### src/rtl/core/acfm_pkg.sv
`timescale 1ns / 1ps
// ----------------------------------------------------------------------------
// Adaptive cumulative frequency model: shared definitions
// Opcodes, controller states and the control groups that travel between the
// controller and the count cells.
// ----------------------------------------------------------------------------
package acfm_pkg;

	// Width of the freeze limit register
	localparam int LIMIT_WIDTH = 16;
	localparam logic [LIMIT_WIDTH-1:0] LIMIT_RESET = 16'd16383;

	// Operation codes carried on s_tuser
	typedef enum logic [1:0] {
		OP_ENCODE   = 2'd0,
		OP_DECODE   = 2'd1,
		OP_REINIT   = 2'd2,
		OP_RESERVED = 2'd3
	} opcode_t;

	// Controller states
	typedef enum logic [1:0] {
		ST_IDLE,
		ST_SWEEP,
		ST_FINISH
	} fsm_state_t;

	// Command broadcast to every cell
	typedef struct packed {
		logic decode;   // search by scale instead of symbol index
		logic adapt;    // increment entries above the symbol
		logic reinit;   // restore entry i to i
	} cell_cmd_t;

	// Control part of the sweep token handed from cell to cell
	typedef struct packed {
		logic act;      // token present in this stage
		logic prev_gt;  // scale was below the count of the cell below
	} tok_ctl_t;

endpackage

### src/rtl/core/acfm_cell.sv
`timescale 1ns / 1ps
// ----------------------------------------------------------------------------
// Count cell
// Holds one cumulative count. When the sweep token passes, it checks whether
// it closes the requested symbol's range, captures low/high counts into the
// token, increments itself if it lies above the symbol, and forwards the
// token together with its own count to the next cell.
// ----------------------------------------------------------------------------
module acfm_cell #(
	parameter int IDX         = 0,
	parameter int COUNT_WIDTH = 16,
	parameter int SYM_WIDTH   = 9
) (
	input  logic                   clk,
	input  logic                   arst_n,
	input  acfm_pkg::cell_cmd_t    cmd,
	input  logic [SYM_WIDTH-1:0]   sym,
	input  logic [COUNT_WIDTH-1:0] scale,
	input  acfm_pkg::tok_ctl_t     tok_in,
	input  logic [COUNT_WIDTH-1:0] prev_in,
	input  logic [COUNT_WIDTH-1:0] lo_in,
	input  logic [COUNT_WIDTH-1:0] hi_in,
	input  logic [SYM_WIDTH-1:0]   sym_in,
	output acfm_pkg::tok_ctl_t     tok_out,
	output logic [COUNT_WIDTH-1:0] prev_out,
	output logic [COUNT_WIDTH-1:0] lo_out,
	output logic [COUNT_WIDTH-1:0] hi_out,
	output logic [SYM_WIDTH-1:0]   sym_out,
	output logic [COUNT_WIDTH-1:0] count
);
	import acfm_pkg::*;

	// Reset value: own index, saturated to the largest count
	localparam longint unsigned CMAX   = (64'd1 << COUNT_WIDTH) - 64'd1;
	localparam longint unsigned INIT_L = (longint'(IDX) > CMAX) ? CMAX : longint'(IDX);
	localparam logic [COUNT_WIDTH-1:0] INIT   = COUNT_WIDTH'(INIT_L);
	// Symbol whose range this cell closes, and own index as a symbol value
	localparam logic [SYM_WIDTH-1:0]   MY_SYM = SYM_WIDTH'(IDX - 1);
	localparam logic [SYM_WIDTH-1:0]   IDX_S  = SYM_WIDTH'(IDX);

	logic [COUNT_WIDTH-1:0] count_q;
	logic                   act_q;
	logic                   prev_gt_q;
	logic [COUNT_WIDTH-1:0] prev_q, lo_q, hi_q;
	logic [SYM_WIDTH-1:0]   sym_q;
	logic                   gt, match, inc;

	// Local match and increment decisions
	always_comb begin
		gt    = scale < count_q;
		match = tok_in.act && (cmd.decode ? (gt && !tok_in.prev_gt)
		                                  : ((IDX != 0) && (sym == MY_SYM)));
		inc   = tok_in.act && cmd.adapt && (count_q != '1) &&
		        (cmd.decode ? gt : (sym < IDX_S));
	end

	// Count register
	always_ff @(posedge clk or negedge arst_n) begin
		if (!arst_n) begin
			count_q <= INIT;
		end else if (cmd.reinit) begin
			count_q <= INIT;
		end else if (inc) begin
			count_q <= count_q + 1'b1;
		end
	end

	// Token presence
	always_ff @(posedge clk or negedge arst_n) begin
		if (!arst_n) begin
			act_q <= 1'b0;
		end else begin
			act_q <= tok_in.act;
		end
	end

	// Token payload, pre-update values only
	always_ff @(posedge clk) begin
		prev_gt_q <= gt;
		prev_q    <= count_q;
		lo_q      <= match ? prev_in : lo_in;
		hi_q      <= match ? count_q : hi_in;
		sym_q     <= match ? MY_SYM : sym_in;
	end

	assign tok_out  = '{act: act_q, prev_gt: prev_gt_q};
	assign prev_out = prev_q;
	assign lo_out   = lo_q;
	assign hi_out   = hi_q;
	assign sym_out  = sym_q;
	assign count    = count_q;

endmodule

### config.mk
export PLATFORM = sky130hd
export DESIGN_NAME = acfm_cell
export DESIGN_NICKNAME = d
export VERILOG_FILES = /design/src/rtl/core/acfm_pkg.sv /design/src/rtl/core/acfm_cell.sv
export SDC_FILE = /design/constraint.sdc
export NUM_CORES = 1
export LEC_CHECK = 0
export BUFFER_PORTS_ARGS = -buffer_cell sky130_fd_sc_hd__buf_2
export CAP_MARGIN = 15
export CORE_ASPECT_RATIO = 2
export CORE_MARGIN = 2
export CORE_UTILIZATION = 28
export DETAILED_ROUTE_END_ITERATION = 10
export PLACE_DENSITY = 0.55
export REMOVE_ABC_BUFFERS = 1
export SETUP_SLACK_MARGIN = 0.2
export SLEW_MARGIN = 20
export SYNTH_ARGS = -nofsm -noshare
export SYNTH_HDL_FRONTEND = slang
export SYNTH_SLANG_ARGS = --single-unit
### constraint.sdc
create_clock -name clk -period 2.4 [get_ports clk]
set_clock_uncertainty 0.05 [all_clocks]
set_input_delay 0.12 -clock clk [delete_from_list [all_inputs] [get_ports clk]]
set_output_delay 0.12 -clock clk [all_outputs]
set_load 0.05 [all_outputs]
==> qor.csv <==
metric,value,unit
hpwl,7005,µm
slowest_delay,380,ps
grt_setup_unrepaired,true,
worst-r2r-cell-count,11,
antenna_found_initial,0,
area_growth_syn_to_layout,73.60,%
synth_top_area_share,36.56,%
finalWorstSetupSlack,-89.49,ps
first_iter_violations,62,
core_area,11220,µm²
r2r-end,hi_out[4],
stdcell_area,5513,µm²
finalMaxSlewViolations,0,
ys_top_cells_by_count,"dfxtp_1 (58), mux2_4 (31), dfrtp_1 (17)",
hold_path.startpoint,cmd[0],
maxCapViolations,0,
violations,setup timing,
r2r-start,count[15],
critPathRequiredTime,2560,ps
htreeDepth,3,
drcViolationCount,0,
cp_max_fo,11,
post-route-util,49.15,%
end_kind,register,
cp_cell_sequence,inv_2 > ha_4 > nand4_1 > or3_4 > a31o_4 > o311ai_4 > inv_4 > nand4b_4 > buf_6 > buf_12 > mux2_4,
drive_gt1_share,53.96,%
hold_viol_final,0,
ys_seq_area_share,49.96,%
crit_buf_inv,4,
final_nets,630,
dpl_cell_area,4287,µm²
synth_seq_cells,75,
yosys_warnings,0,
grt_pass1_wl,15280,µm
clock_path_buffers,2,
slowest_stage,or3_4,
hold_path_class,in -> reg,
grt_max_degree,22,
crit_type,reg -> reg,
clkTransAtPathRegs,60,ps
grt_pass1_vias,3123,
vias,3002,
power,3.047,mW
async_flop_share,22.67,%
synthTopCellsByArea,"dfxtp_1 (37%), mux2_4 (15%), dfrtp_1 (13%)",
viasPerCell,4.467,
cts_sinks,75,
status,"finished, violations left",
first_pass_iters,6,
gr-usage-all-layers,16.44,%
max_freq,401.7,MHz
synth_top_cell_by_area,dfxtp_1,
antenna_left,0,
die_h,154.6,µm
syn_inst,260,
reg2reg_setup_slack,-90,ps
insertedDiodeCount,0,
worstHoldPathCells,2,
worst_pin_slew,452.8,ps
ys_types,33,
grt.overflow.total,0,
peakVddDrop,0.3886,mV
ys.flop_type,dfxtp_1,
wl_per_cell,15.13,µm
synth.most_common_cell,dfxtp_1,
worst_setup_path_start_kind,register,
dieArea,12260,µm²
initial_core_util,28.31,%
power_leakage,2.706,nW
cp.arrival,2650,ps
cpLargestDelayFamily,simple AND/OR/NAND/NOR gates,
period_share,103.7,%
max_slew_margin,69.81,%
io_buffer_count,154,
period_needed,2489,ps
finalWirelength,10170,µm
cts-root-buf,clkbuf_16,
hold-path-endpoint,count[11],
num_io_pins,164,
die_w,79.31,µm
rows,55,
tritoncts,built,
p_per_area,552.8,nW/µm²
setup_violations,42,
cts_buffers,9,
clk_latency,330,ps
synth_edf_count,0,
gp_congestion,0.8298,
synth.avg_cell_area,12.21,µm²
synth.cell_area,3176,µm²
cell usage in the layout, fill, tap and decap left out, drive strengths merged:
cell,instances
nand3,8
nor3,4
dfxtp,58
ha,16
clkinv,3
a31o,3
nor2,16
a2111oi,1
and4,2
o311ai,1
nand4b,1
nand2b,11
o31ai,7
dlygate4sd3,59
dfrtp,17
nand4,10
a21oi,14
clkbuf,13
inv,16
a211oi,1
nor4,4
or4,6
buf,207
or3,2
o21a,1
mux2,37
o21ai,4
nand2,8
power by group:
group / total, mW / internal (mW) / switching [mW]
Combinational: 0.566 / 0.254 / 0.312
Sequential: 1.31 / 1.30 / 0.0117
Clock: 1.17 / 0.695 / 0.476
flip-flops by register name, indices dropped and copies added, names as in the netlist:
register	cells
count	16
hi_out	16
sym_out	9
act_q	1
prev_out	16
prev_gt_q	1
lo_out	16
worst register-to-register path, delay by kind of cell (launching register included):
family	cells	cell delay, ps
flip-flops	1	360
buffers and inverters	4	400
AND/OR/NAND/NOR	3	650
adder cells (fa/ha/maj)	1	260
multiplexers	1	310
AO/OA/AOI/OAI	2	330
how the worst max path moves through the flow:
| stage | to | startpoint | depth (start not counted) | slack (ps) |
|---|---|---|---|---|
| after CTS | lo_out[15] | count[15] | 11 | -120 |
| after global routing | hi_out[4] | count[13] | 11 | -210 |
| after global placement | lo_out[5] | count[15] | 9 | -130 |
| after detailed placement | hi_out[4] | count[13] | 9 | -200 |
| after floorplan | hi_out[15] | count[13] | 8 | -1040 |
| final | hi_out[4] | count[15] | 11 | -90 |
layout make-up:
| class | instances | area (µm²) |
|---|---|---|
| multi-input cells | 157 | 1536 |
| repair buffers | 266 | 1894 |
| well taps | 142 | 177.7 |
| flip-flops and latches | 75 | 1587 |
| clock buffers | 13 | 240.2 |
| inverters | 16 | 62.56 |
| fillers | 1029 | 5704 |
| clock inverters | 3 | 15.01 |
cells by family (layout without fill, tap and decap cells):
logic type	after synthesis	after routing	share of synthesized area (%)
compound gates	32	32	7.644
fa+ha+maj	16	16	6.304
buf+inv	28	298	5.910
flops	75	75	49.96
mux	37	37	16.78
simple gates	72	72	13.40
what timing repair did:
action	in CTS	in global routing
hold buffers	59	0
setup buffers	7	8
hold endpoints to repair	59	0
resized for setup	20	20
endpoints found under the setup margin	57	57
pin swaps	3	1
cloned	3	0
stage by stage:
stage	setup TNS [ps]	hold slack [ps]	setup WS (ps)	cells
floorplan	-44330	-225.6	-1042	248
global placement	-4495	37.82	-132.7	579
detailed placement	-7052	46.82	-201.7	579
CTS	-4007	165.7	-120.3	664
global route	-8870	197.7	-209.7	672
finish	-2786	196.3	-89.49	672
layer usage:
layer,routed length (µm),track usage [%]
met1,3362,15.01
met2,5900,32.04
met3,407,3.501
met4,500,9.195
met5,0,0
Power figures use the tool's default switching activity.
